$ cat src/design/assert_macros.svh
// Assertion helpers shared by the design files.
// TCTL_ASSERT checks on every clk edge outside reset.
// TCTL_ASSERT_ALWAYS checks on every clk edge, reset included.
`ifndef ASSERT_MACROS_SVH
`define ASSERT_MACROS_SVH

`define TCTL_ASSERT(label, prop, msg) \
  label: assert property (@(posedge clk) disable iff (rst) prop) else $error(msg);

`define TCTL_ASSERT_ALWAYS(label, prop, msg) \
  label: assert property (@(posedge clk) prop) else $error(msg);

`endif

$ cat src/design/tctl_pkg.sv
// ----------------------------------------------------------------------------
// Tag controller package
// Shared types and constants of the two-level cache tag controller.
// ----------------------------------------------------------------------------
package tctl_pkg;

  localparam int LAT_W  = 16;
  localparam int CYC_W  = 18;
  localparam int CNT_W  = 32;
  localparam int TOT_W  = 48;
  localparam int ADDR_W = 32;
  localparam int PADDR_W = 4;

  // register index codes (paddr[3:2])
  localparam logic [1:0] REG_L1_LAT  = 2'd0;
  localparam logic [1:0] REG_L2_LAT  = 2'd1;
  localparam logic [1:0] REG_MEM_LAT = 2'd2;
  localparam logic [1:0] REG_ALLOC   = 2'd3;

  // operation applied to one set row
  typedef enum logic [1:0] {
    ROW_NONE,
    ROW_TOUCH,
    ROW_PLACE,
    ROW_DROP
  } row_op_t;

  // controller -> datapath
  typedef struct packed {
    logic    clr;
    logic    start;
    logic    count;
    logic    n_re;
    logic    n_we;
    logic    n_rd_vic;
    logic    n_op_vic;
    row_op_t n_op;
    logic    n_dirty;
    logic    f_re;
    logic    f_we;
    logic    f_rd_vic;
    logic    f_op_vic;
    row_op_t f_op;
    logic    f_dirty;
  } ctl_cmd_t;

  // datapath -> controller
  typedef struct packed {
    logic clr_done;
    logic is_write;
    logic n_hit;
    logic n_free;
    logic n_vic_dirty;
    logic f_hit;
    logic f_free;
  } ctl_sts_t;

endpackage

$ cat src/design/tctl_ctrl.sv
// ----------------------------------------------------------------------------
// Tag controller sequencer
// Steps one request through lookup, fills, evictions and result handoff.
// ----------------------------------------------------------------------------
`include "assert_macros.svh"

module tctl_ctrl (
  input  logic               clk,
  input  logic               rst,
  input  logic               in_valid,
  output logic               in_ready,
  output logic               out_valid,
  input  logic               out_ready,
  input  logic               alloc_cfg,
  input  tctl_pkg::ctl_sts_t sts,
  output tctl_pkg::ctl_cmd_t cmd
);

  localparam logic [3:0] S_CLR   = 4'd0;
  localparam logic [3:0] S_IDLE  = 4'd1;
  localparam logic [3:0] S_RD    = 4'd2;
  localparam logic [3:0] S_LOOK  = 4'd3;
  localparam logic [3:0] S_FV    = 4'd4;
  localparam logic [3:0] S_NF_RD = 4'd5;
  localparam logic [3:0] S_NF    = 4'd6;
  localparam logic [3:0] S_NV    = 4'd7;
  localparam logic [3:0] S_RESP  = 4'd8;

  logic [3:0] state, state_next;
  logic       alloc;

  always_ff @(posedge clk) begin
    if (rst) begin
      state <= S_CLR;
    end else begin
      state <= state_next;
    end
  end

  assign alloc     = !sts.is_write || alloc_cfg;
  assign in_ready  = (state == S_IDLE);
  assign out_valid = (state == S_RESP);

  // next state and datapath commands
  always_comb begin
    state_next = state;
    cmd = '0;
    unique case (state)
      S_CLR: begin
        cmd.clr = 1'b1;
        if (sts.clr_done) state_next = S_IDLE;
      end
      S_IDLE: begin
        if (in_valid) begin
          cmd.start = 1'b1;
          state_next = S_RD;
        end
      end
      S_RD: begin
        cmd.n_re = 1'b1;
        cmd.f_re = 1'b1;
        state_next = S_LOOK;
      end
      S_LOOK: begin
        cmd.count = 1'b1;
        if (sts.n_hit) begin
          cmd.n_we = 1'b1;
          cmd.n_op = tctl_pkg::ROW_TOUCH;
          cmd.n_dirty = sts.is_write;
          state_next = S_RESP;
        end else if (sts.f_hit) begin
          cmd.f_we = 1'b1;
          cmd.f_op = tctl_pkg::ROW_TOUCH;
          cmd.f_dirty = !alloc;
          state_next = alloc ? S_NF_RD : S_RESP;
        end else if (!alloc) begin
          state_next = S_RESP;
        end else if (sts.f_free) begin
          cmd.f_we = 1'b1;
          cmd.f_op = tctl_pkg::ROW_PLACE;
          state_next = S_NF_RD;
        end else begin
          // far set full: fetch the near row holding the far victim
          cmd.n_re = 1'b1;
          cmd.n_rd_vic = 1'b1;
          state_next = S_FV;
        end
      end
      S_FV: begin
        cmd.n_we = 1'b1;
        cmd.n_op_vic = 1'b1;
        cmd.n_op = tctl_pkg::ROW_DROP;
        cmd.f_we = 1'b1;
        cmd.f_op = tctl_pkg::ROW_PLACE;
        state_next = S_NF_RD;
      end
      S_NF_RD: begin
        cmd.n_re = 1'b1;
        state_next = S_NF;
      end
      S_NF: begin
        if (!sts.n_free && sts.n_vic_dirty) begin
          // dirty near victim: fetch its far row
          cmd.f_re = 1'b1;
          cmd.f_rd_vic = 1'b1;
          state_next = S_NV;
        end else begin
          cmd.n_we = 1'b1;
          cmd.n_op = tctl_pkg::ROW_PLACE;
          cmd.n_dirty = sts.is_write;
          state_next = S_RESP;
        end
      end
      S_NV: begin
        cmd.f_we = 1'b1;
        cmd.f_op_vic = 1'b1;
        cmd.f_op = tctl_pkg::ROW_TOUCH;
        cmd.f_dirty = 1'b1;
        cmd.n_we = 1'b1;
        cmd.n_op = tctl_pkg::ROW_PLACE;
        cmd.n_dirty = sts.is_write;
        state_next = S_RESP;
      end
      S_RESP: begin
        if (out_ready) state_next = S_IDLE;
      end
      default: begin
        state_next = S_IDLE;
      end
    endcase
  end

  `TCTL_ASSERT(a_one_side, !(in_ready && out_valid), "request taken while result pending")
  `TCTL_ASSERT(a_near_port, !(cmd.n_re && cmd.n_we), "near row read and written together")
  `TCTL_ASSERT(a_resp_hold, (out_valid && !out_ready) |=> out_valid, "result dropped")
  `TCTL_ASSERT(a_accept_read, (in_valid && in_ready) |=> (cmd.n_re && cmd.f_re), "lookup missed")

endmodule

$ cat config.mk
export PLATFORM = sky130hd
export DESIGN_NAME = tctl_ctrl
export DESIGN_NICKNAME = d
export VERILOG_FILES = /design/src/design/tctl_pkg.sv /design/src/design/tctl_ctrl.sv
export VERILOG_INCLUDE_DIRS = /design/src /design/src/design
export SDC_FILE = /design/constraint.sdc
export NUM_CORES = 1
export LEC_CHECK = 0
export BUFFER_PORTS_ARGS = -buffer_cell sky130_fd_sc_hd__buf_4
export CORE_AREA = 8 8 45 47
export DETAILED_ROUTE_END_ITERATION = 10
export DIE_AREA = 0 0 53 55
export PLACE_DENSITY = 0.77
export SLEW_MARGIN = 20
export SYNTH_ARGS = -nofsm -noshare
export SYNTH_HDL_FRONTEND = slang
export SYNTH_SLANG_ARGS = --single-unit
$ cat constraint.sdc
create_clock -name clk -period 1.7 [get_ports clk]
set_clock_uncertainty 0.2 [all_clocks]
set_input_delay 0.17 -clock clk [delete_from_list [all_inputs] [get_ports clk]]
set_output_delay 0.17 -clock clk [all_outputs]
set_load 0.01 [all_outputs]
Word-level counts from Yosys, hierarchy flattened
Index checks and enable logic that the tools add are counted.
{"block": "totals", "register_bits": 4, "out_inout_bits": 19}
{"block": "classes", "muxes": 44, "n_reduce_logical": 9, "n_eq_ne": 11}
{"operator": "$pmux 4 s9", "n": 1}
{"operator": "$mux 4", "n": 8}
{"operator": "$mux 1", "n": 21}
{"operator": "$eq 4x3->1 const B", "n": 4}
{"operator": "$eq 4x2->1 const B", "n": 2}
{"operator": "$mux 2", "n": 4}
{"operator": "$pmux 1 s2", "n": 4}
{"operator": "$pmux 2 s4", "n": 1}
{"operator": "$mux 3", "n": 2}
{"operator": "$pmux 1 s3", "n": 2}
{"operator": "$pmux 2 s3", "n": 1}
{"operator": "$eq 4x1->1 const B", "n": 1}
{"operator": "$eq 4x4->1 const B", "n": 1}
{"operator": "$logic_not 4->1", "n": 1}
{"operator": "$ne 2x2->1 const B", "n": 2}
{"operator": "$reduce_or 2->1", "n": 2}
{"operator": "$logic_not 1->1", "n": 3}
{"operator": "$reduce_and 3->1", "n": 1}
{"operator": "$ne 2x1->1 const B", "n": 1}
{"operator": "$logic_and 1x1->1", "n": 1}
{"operator": "$logic_or 1x1->1", "n": 1}

Depth between registers and ports, before layout
Gate-level depths: netlist (run 1).
{"block": "logic_depth", "depth_word": 6, "ltp_mapped": 6, "ltp_nobuf": 4}

Worst setup path before layout (run 1)
No wires, ideal clock.
{"block": "synth_timing", "path_kind": "flip-flop to output port", "from": "register state[3]", "to": "output port cmd[13] (netlist bit)", "path_stages_with_launch": 5, "path_slack_ns": -0.073, "path_buffers": 0, "t_arrival_ns": 1.403, "path_cell_list": "dfxtp_1 > and4bb_4 > nor3b_4 > nor3b_2 > o21bai_1"}
{"element": "from (decl)", "line": "tctl_ctrl.sv:29", "text": "logic [3:0] state, state_next;"}
{"element": "from (signal assigned)", "line": "tctl_ctrl.sv:36", "text": "state <= state_next;"}
{"element": "to (decl)", "line": "tctl_ctrl.sv:16", "text": "output tctl_pkg::ctl_cmd_t cmd"}

==> metrics.txt, run 1 <==
status=finished with violations; failing checks=setup timing; post-route minimum period=1.915 ns; Gate power share=52.5%; initial antenna violation count=0; grt ovf=0; Worst Setup End Kind=primary output; count leader, synth=nand2_1; Yosys top cell area share=between 15 and 20%; vias in the first global route=between 600 and 700; Port-buffer cells=30; Tot GR Track Use=12.34%; startpoint types=flop; share of layout cells above drive strength 1=58.88%; Internal=0.0003087 W; flip-flop and latch count after synthesis=4; Hold Fails Final Rpt=0; Worst-Skew Late Latency=approximately 0.24 ns; Top FF cell, synth=dfxtp_1; hold_ws=0.09105 ns; HP Class=in2reg; largest net degree at the start of global routing=18; fin crit share=112.7%; CP most frequent cell=buf_4; critical path type=reg2out; drt first-iter violations=11; Arr. time, crit path=between 1.5 and 2 ns; worst setup margin=-0.2155 ns; DRC Markers=0; vias post-DR=roughly 660; sequential-to-total area share from yosys stat=around 17%; nets@finish=121; actual slew at the worst max-slew pin=0.2917 ns; max FFs per register=4; Post-synth ARST share=0%; setup violators final=11; average cell area after synthesis=a little under 7 um2; RSZ-0062 raised after global routing=yes; Worst VDD drop=roughly 0.59 mV; CP max stage delay=0.43 ns; die width=around 53 um; Top Registers=state: 4 flops; relative max-transition margin=80.39%; library cells used by synthesis=33; Seq pwr share=22.9%; Most flops, register=state; CTS buffer count=3; Syn Std Cell Area=approximately 470 um2; Ant. Diodes=0; Non-Filler Instances=around 120; H-Tree Depth=1; Design Area, Final=867.1 um2; Synth area leaders=dfxtp_1, nand2_1, nor2_1; Slowest-stage cell, CP=or3_4; Reg clk slew, reported paths=roughly 0.030 ns; First-pass DRT Iterations=4; die area=2915 um2; worst-path cell chain=buf_4 > inv_4 > nand2_2 > or3_4 > o211ai_1 > buf_4; Total Wirelength=approximately 1.8 mm; Worst EP required=1.33 ns; placed insts=around 120; Die Y=55 um; Sw Pwr=0.0001727 W; global-route wire length before repair=around 2.8 mm; Synth warnings=0; count of final max-slew check failures=0; Placement Setup Slack=approximately 0.031 ns; num rows=14; drt wl/cell=~15 um; Clock power frac=~25%; CTS tree=built; Via density=around 5.4; dpl cell area=approximately 750 um2; core box area=1384 um2; GPL Wtd Cong=between 0.7 and 0.8; # IOs=31; DP HPWL=1.263 mm; FMAX=approximately 0.52 GHz; Post-Synthesis Cells=68; Synth top cells by count=nand2_1, nor2_1, a21oi_1; Area Overhead vs Synth=84.80%; clk buf depth=2; syn nets=80; Max Cap Violations=0; CTS Root Cell=clkbuf_4; Post-synth EDFFs=0; Clock Sinks=4; Lkg Pwr=roughly 0.42 nW; Power per Cell Area=~560 nW/um2; Filler Cell Count=~120; Starting Density=about a third; area leader, netlist=dfxtp_1; Sw Ratio=35.87%; antenna viol nets, final=0; worst-path maximum fanout=6
## kinds of logic after synthesis
| logic type | share of synthesized area (%) |
|---|---|
| AO/OA/AOI/OAI | 25.60 |
| AND/OR/NAND/NOR | 45.87 |
| multiplexers | 2.133 |
| flip-flops | 17.07 |
| buffers and inverters | 9.333 |
## cell usage in the layout, fill, tap and decap left out, types with 2 or more instances in the layout
| master | count |
|---|---|
| nor3b_4 | 2 |
| a31oi_1 | 3 |
| and2b_2 | 2 |
| nor2_1 | 8 |
| and2_1 | 2 |
| clkbuf_4 | 3 |
| and3_1 | 2 |
| a21oi_1 | 5 |
| o21ai_0 | 2 |
| dfxtp_1 | 3 |
| nand2_2 | 3 |
| nand2_1 | 8 |
| nor4_2 | 2 |
| inv_1 | 2 |
| buf_6 | 3 |
| buf_4 | 36 |
## final cells by class
type	count	area, um2	area share (%)
Sequential cell	4	81.33	9.380
Inverter	4	17.52	2.020
Tap cell	16	20.02	2.309
Timing Repair Buffer	40	314.1	36.22
Multi-Input combinational cell	56	411.6	47.47
Clock buffer	3	22.52	2.597
## critical path, delay by kind of cell (launching register included)
family / cells / cell delay [ns]
buffers and inverters: 3 / 0.39
and+or+nand+nor: 2 / 0.50
AOI/OAI and AO/OA: 1 / 0.12
DFF: 1 / 0.30
## routing by layer
metal  part of all wire, %  vias up  track usage, %
met4                  0.90        0           4.310
li1                      -      320               -
met3                   7.3        2           3.743
met2                    52       30           24.02
met1                    40      312           11.97
met5                     0        -               0
## worst paths after layout
path | start | end | slack, ns | cells after the start
max | state[3] | cmd[5] | -0.22 | 6
min | out_ready | state[3] | 0.09 | 3
max reg2reg | state[3] | state[0] | 0.07 | 5
min reg2reg | state[3] | state[1] | 0.48 | 4
## power by group through the flow
stage	Sequential [W]	Clock [W]	Combinational (W)
2_1_floorplan	0.000110	0	0.000127
3_3_place_gp	0.000110	0	0.000206
3_5_place_dp	0.000109	0	0.000210
4_1_cts	0.000109	0.000122	0.000234
5_1_grt	0.000110	0.000127	0.000277
6_report	0.000110	0.000118	0.000253
## stage by stage
stage	util (%)	TNS, ns	power, W
after detailed placement	53.89	0	0.0003193
after floorplan	-	-0.04292	0.0002368
after global placement	53.89	0	0.0003156
after global routing	62.66	-2.161	0.0005135
final	62.66	-1.461	0.0004814
after CTS	59.76	-1.050	0.0004647
## timing repair
action / in CTS / in global routing
gates resized for setup: 8 / 9
hold buffers: 1 / 0
pin swaps: 1 / 2
setup buffers: 2 / 1
hold endpoints to repair: 2 / 0
setup endpoints to repair: 13 / 17
Power figures use the tool's default switching activity.
==> inputs of run 2 (changes only) <==
--- a/config.mk
+++ b/config.mk
@@ -11,6 +11,7 @@
 export DETAILED_ROUTE_END_ITERATION = 10
 export DIE_AREA = 0 0 53 55
 export PLACE_DENSITY = 0.77
+export REMOVE_ABC_BUFFERS = 1
 export SLEW_MARGIN = 20
 export SYNTH_ARGS = -nofsm -noshare
 export SYNTH_HDL_FRONTEND = slang
==> metrics.txt, run 2 (same netlist as run 1, synthesis figures left out) <==
dpl cell area=738.2 um2 (-1.0%); post-route minimum period=2.011 ns (+0.09516 ns); Ant. Diodes=0 (unchanged); DP HPWL=1.349 mm (+6.8%); clk buf depth=2 (unchanged); die width=53 um (unchanged); Power per Cell Area=556.7 nW/um2 (+0.26%); CP most frequent cell=nor3b_4; CTS Root Cell=clkbuf_4; Worst VDD drop=0.3161 mV (-46%); H-Tree Depth=1 (unchanged); CP max stage delay=0.34 ns (-0.09 ns); drt wl/cell=16.35 um (+13%); Max Cap Violations=0 (unchanged); commonest non-fill, non-tap cells in the layout=buf_4, buf_6, nor2_1, nand2_1, a21oi_1; grt ovf=0 (unchanged); HP Class=in2reg; worst setup margin=-0.3106 ns (-0.09516 ns); failing checks=setup timing; Arr. time, crit path=1.64 ns (+0.09 ns); setup violators final=12 (+1); Slowest-stage cell, CP=and4bb_4; flop2flop setup slack=0.06 ns (about the same); DRC Markers=0 (unchanged); FF-to-FF Start=state[3]; Clock Sinks=4 (unchanged); Top Registers=state: 4 flops; WP buf/inv=1 (-2); Worst EP required=1.33 ns (about the same); Design Area, Final=978.4 um2 (+13%); hold_ws=0.04304 ns (-0.04801 ns); Port-buffer cells=30 (unchanged); CP delay by family, top=simple AND/OR/NAND/NOR gates; Die Y=55 um (unchanged); initial antenna violation count=0 (unchanged); global-route wire length before repair=3.029 mm (+8.7%); core box area=1384 um2 (unchanged); placed insts=117 (+0.86%); status=finished with violations; num rows=14 (unchanged); worst setup path endpoint=cmd[13]; Worst Setup End Kind=primary output; die area=2915 um2 (unchanged); # IOs=31 (unchanged); vias post-DR=723 (+8.9%); vias in the first global route=645 (-6.8%); RSZ-0062 raised after global routing=yes; Reg clk slew, reported paths=0.04 ns (about the same); worst-path cell chain=and4bb_4 > nor3b_4 > nor3b_4 > o21bai_1 > buf_4; GPL Wtd Cong=0.8417 (+6.9%); First-pass DRT Iterations=4 (unchanged); antenna viol nets, final=0 (unchanged); Worst-Skew Late Latency=0.24 ns (about the same); relative max-transition margin=82.34% (+1.9 points); drt first-iter violations=17 (+6); Lkg Pwr=0.4663 nW (+11%); Reg2Reg Depth=5 (unchanged); Critical Path Stages=5 (-1); fin crit share=118.3% (+5.6 points); largest net degree at the start of global routing=14 (-4); Filler Cell Count=107 (-13%); CTS tree=built; critical path type=reg2out; RR Endpoint=state[0]; Hold Fails Final Rpt=0 (unchanged); Tot GR Track Use=13.65% (+1.3 points); worst-path maximum fanout=3 (-3); count of final max-slew check failures=0 (unchanged); Hold Path Origin=out_ready; nets@finish=129 (+6.6%); startpoint types=flop; Starting Density=33.91% (unchanged); Non-Filler Instances=131 (+6.5%); Via density=5.519 (+2.2%); Total Wirelength=2.142 mm (+20%); actual slew at the worst max-slew pin=0.2649 ns (-0.02677 ns); Area Overhead vs Synth=108.5%; share of layout cells above drive strength 1=64.35% (+5.5 points); max FFs per register=4 (unchanged); FMAX=0.4974 GHz (-4.7%); CTS buffer count=3 (unchanged); Most flops, register=state; commonest non-fill, non-tap cell in the layout=buf_4; Setup TNS Final=-2.288 ns (-0.8276 ns); Crit. Startpoint=state[3]
run 2: cell types whose count changed in the layout (fill, tap and decap cells not counted), moves of 2 or more:
cell     previous run  this run
dfxtp_1             3         1
dfxtp_2             1         3
buf_4              36        34
buf_6               3        13
run 2: tightest hold or removal path, delay by kind of cell:
| family | cells | cell delay [ns] |
|---|---|---|
| simple gates | 1 | 0.11 |
| compound gates | 1 | 0.08 |
| buf+inv | 1 | 0.07 |
run 2: layout make-up:
cell class	count	area [um2]	area share (%)
tap	16	20.02	2.046
sequential	4	83.83	8.568
timing repair buffer	48	411.6	42.07
inverter	4	17.52	1.790
clock buffer	3	22.52	2.302
multi-input combinational	56	422.9	43.22
run 2: where the power goes:
group / total (W) / switching (W) / internal (W)
sequential: 0.000113 / 0.00000856 / 0.000105
combinational: 0.000304 / 0.000144 / 0.000160
clock: 0.000127 / 0.0000473 / 0.0000796
run 2: worst min path at each step:
stage | endpoint | cells after the start
floorplan | state[3] | 1
global placement | state[3] | 2
detailed placement | state[3] | 2
CTS | state[3] | 3
global route | state[3] | 3
finish | state[3] | 3
run 2: metal layers:
layer / up-vias / track usage [%] / wire length [um]
li1: 337 / - / -
met4: 0 / 8.190 / 107
met3: 12 / 2.406 / 134
met2: 30 / 24.61 / 1071
met5: - / 0 / 0
met1: 344 / 14.57 / 828
run 2: per-stage QoR:
| stage | power [W] | setup WS, ns | utilization [%] |
|---|---|---|---|
| after floorplan | 0.0002180 | -0.2293 | - |
| after global placement | 0.0003217 | 0.04643 | 53.35 |
| after detailed placement | 0.0003260 | 0.003174 | 53.35 |
| after CTS | 0.0004837 | -0.2504 | 59.95 |
| after global routing | 0.0005771 | -0.3618 | 70.71 |
| final | 0.0005447 | -0.3106 | 70.71 |
run 2: repair_timing:
| action | 4_1_cts | 5_1_grt |
|---|---|---|
| endpoints found under the setup margin | 12 | 16 |
| pin swaps | 1 | 6 |
| hold endpoints to repair | 2 | 0 |
| hold buffers | 1 | 0 |
| setup buffers | 5 | 5 |
| gates resized for setup | 5 | 30 |
==> inputs of run 3 (changes only) <==
--- a/config.mk
+++ b/config.mk
@@ -6,11 +6,12 @@
 export SDC_FILE = /design/constraint.sdc
 export NUM_CORES = 1
 export LEC_CHECK = 0
+export ABC_AREA = 1
 export BUFFER_PORTS_ARGS = -buffer_cell sky130_fd_sc_hd__buf_4
 export CORE_AREA = 8 8 45 47
 export DETAILED_ROUTE_END_ITERATION = 10
 export DIE_AREA = 0 0 53 55
-export PLACE_DENSITY = 0.77
+export PLACE_DENSITY = 0.75
 export REMOVE_ABC_BUFFERS = 1
 export SLEW_MARGIN = 20
 export SYNTH_ARGS = -nofsm -noshare
==> metrics.txt, run 3 <==
Reg clk slew, reported paths=0.03 ns (about the same); First-pass DRT Iterations=4 (unchanged); Post-Synth Simple-Gate Area=49.72% (+3.8 points); Seq pwr share=28.8% (+8.0 points); Port-buffer cells=30 (unchanged); setup violators final=0 (-12); Reg2Reg Depth=6 (+1); global-route wire length before repair=2.484 mm (-18%); Design Area, Final=832.0 um2 (-15%); Ant. Diodes=0 (unchanged); die width=53 um (unchanged); dpl cell area=693.2 um2 (-6.1%); Slowest-stage cell, CP=dfxtp_4; Gate power share=44.4% (-11 points); initial antenna violation count=0 (unchanged); nets@finish=137 (+6.2%); Hold Fails Final Rpt=0 (unchanged); Max Cap Violations=0 (unchanged); status=finished, final reports clean; RSZ-0062 raised after global routing=yes; worst hold path endpoint=state[3]; commonest non-fill, non-tap cell in the layout=buf_4; Hold Path Origin=out_ready; Internal=0.0002738 W (-21%); Arr. time, crit path=1.27 ns (-0.37 ns); DP HPWL=1.285 mm (-4.7%); Syn Std Cell Area=440.4 um2 (-6.1%); area leader, netlist=dfxtp_1; Most flops, register=state; num rows=14 (unchanged); FMAX=0.6095 GHz (+23%); Top Registers=state: 4 flops; Clock Sinks=4 (unchanged); commonest non-fill, non-tap cells in the layout=buf_4, inv_1, nor2_1; Area Overhead vs Synth=88.92%; CTS tree=built; Post-synth EDFFs=0 (unchanged); antenna viol nets, final=0 (unchanged); flip-flop and latch count after synthesis=4 (unchanged); HP Class=in2reg; met1 Track Usage GR=10.47% (-4.1 points); Yosys top cell area share=18.18% (+1.1 points); hold path cells=4 (+1); xor/xnor share of the synthesized area=0% (unchanged); Lkg Pwr=0.4956 nW (+6.3%); H-Tree Depth=1 (unchanged); Top FF cell, synth=dfxtp_1; FF-to-FF Start=state[3]; CTS Root Cell=clkbuf_4; startpoint types=flop; actual slew at the worst max-slew pin=0.2798 ns (+0.01493 ns); # IOs=31 (unchanged); Clock power frac=26.8% (+3.5 points); drt first-iter violations=6 (-11); Worst EP required=1.33 ns (about the same); largest family of logic cells by synthesized area=simple AND/OR/NAND/NOR gates; Total Wirelength=1.657 mm (-23%); count of final max-slew check failures=0 (unchanged); library cells used by synthesis=16 (-52%); M3 GR Usage=4.545% (+2.1 points); DRC Markers=0 (unchanged); Synth area leaders=dfxtp_1, inv_1, nor2_1; worst-path cell chain=inv_4 > nand2_4 > nor2_4 > buf_4 > a21oi_2 > nand2_1 > buf_4; die area=2915 um2 (unchanged); Via density=4.914 (-11%); Core Util, Final=60.13% (-11 points); average cell area after synthesis=5.437 um2 (-21%); Power per Cell Area=516.2 nW/um2 (-7.3%); Sw Ratio=36.25% (-0.50 points); grt met2 use=20.90% (-3.7 points); clk buf depth=2 (unchanged); Die Y=55 um (unchanged); worst-path maximum fanout=6 (+3); Worst Setup End Kind=primary output; fin crit share=96.51% (-22 points); share of layout cells above drive strength 1=50.41% (-14 points); Sw Pwr=0.0001557 W (-22%); CP most frequent cell=buf_4; Synth Area in Adders=0% (unchanged); CTS buffer count=3 (unchanged); Synth top cells by count=inv_1, nor2_1, nand2_1; post-route minimum period=1.641 ns (-0.3700 ns); drt wl/cell=11.92 um (-27%); Setup TNS Final=0 ns (+2.288 ns); Worst-Skew Late Latency=0.23 ns (about the same); Post-Synthesis Cells=81 (+19%); vias in the first global route=628 (-2.6%); vias post-DR=683 (-5.5%); RR Endpoint=state[0]; Tot GR Track Use=11.20% (-2.5 points); critical path type=reg2out; Post-synth ARST share=0% (unchanged); flop2flop setup slack=0.22 ns (+0.16 ns); GPL Wtd Cong=0.8519 (+1.2%); count leader, synth=inv_1; max FFs per register=4 (unchanged); largest net degree at the start of global routing=7 (-7); global route hottest layer=met2; post-synthesis compound-gate area fraction=16.76% (-8.8 points); core box area=1384 um2 (unchanged); grt ovf=0 (unchanged); Worst VDD drop=0.3645 mV (+15%); sequential-to-total area share from yosys stat=18.18% (+1.1 points); Starting Density=31.83% (-2.1 points); multiplexer area fraction after synthesis=0% (-2.1 points); Synth warnings=0 (unchanged); CP max stage delay=0.39 ns (+0.05 ns); relative max-transition margin=81.05% (-1.3 points)
-- run 3: cell types whose count changed after synthesis, moves of 3 or more --
| cell | change |
|---|---|
| nand2_2 | +3 |
| inv_1 | +13 |
| nand3_1 | +7 |
| nor2_1 | +6 |
| a31oi_1 | -3 |
| nor2_2 | +3 |
-- run 3: final cells by class --
type,instances,area (um2)
Tap cell,16,20.02
Sequential cell,4,92.59
Timing Repair Buffer,39,295.3
Inverter,18,75.07
Fill cell,133,551.8
Clock buffer,3,22.52
Multi-Input combinational cell,59,326.6
-- run 3: timing repair --
item                                    in CTS  in global routing
hold buffers                                 1                  0
endpoints found under the setup margin       9                 10
hold endpoints to repair                     2                  0
resized for setup                            8                 14
buffers inserted                             5                  2
pin swaps                                    4                  9
-- run 3: cells by family after synthesis --
group | count (synthesis)
compound gates | 12
buf+inv | 18
flops | 4
simple gates | 47
-- run 3: power groups by stage --
stage | Sequential [W] | Clock [W] | Combinational (W)
after global placement | 0.000116 | 0 | 0.000170
final | 0.000124 | 0.000115 | 0.000191
after detailed placement | 0.000117 | 0 | 0.000173
after CTS | 0.000117 | 0.000118 | 0.000185
after global routing | 0.000126 | 0.000133 | 0.000209
after floorplan | 0.000114 | 0 | 0.0000957
-- run 3: layer usage --
layer / wire length (um) / share of wire [%]
met5: 0 / 0
met4: 24 / 1.4
met3: 194 / 12
met2: 828 / 50
met1: 609 / 37
-- run 3: how the worst max path moves through the flow --
| stage | slack, ns | depth (start not counted) | to | startpoint |
|---|---|---|---|---|
| after detailed placement | 0.13 | 5 | cmd[0] | state[0] |
| final | 0.06 | 7 | cmd[12] | state[3] |
| after global routing | -0.03 | 7 | cmd[7] | state[1] |
| after global placement | 0.14 | 5 | cmd[0] | state[0] |
| after floorplan | 0.23 | 4 | cmd[1] | state[0] |
| after CTS | -0.007 | 6 | cmd[0] | state[2] |
-- run 3: per-stage QoR --
step | setup WS, ns | hold slack [ns] | power (W) | std cells
6_report | 0.05932 | 0.02774 | 0.0004295 | 139
3_5_place_dp | 0.1285 | 0.1507 | 0.0002892 | 128
5_1_grt | -0.02995 | 0.04680 | 0.0004677 | 139
3_3_place_gp | 0.1393 | 0.1507 | 0.0002869 | 128
2_1_floorplan | 0.2276 | 0.03907 | 0.0002095 | 81
4_1_cts | -0.006928 | 0.02800 | 0.0004197 | 137
-- run 3: critical path, delay by kind of cell (launching register included) --
| family | cells | cell delay [ns] |
|---|---|---|
| flip-flops | 1 | 0.39 |
| buffers and inverters | 3 | 0.32 |
| AND/OR/NAND/NOR | 3 | 0.18 |
| AO/OA/AOI/OAI | 1 | 0.13 |
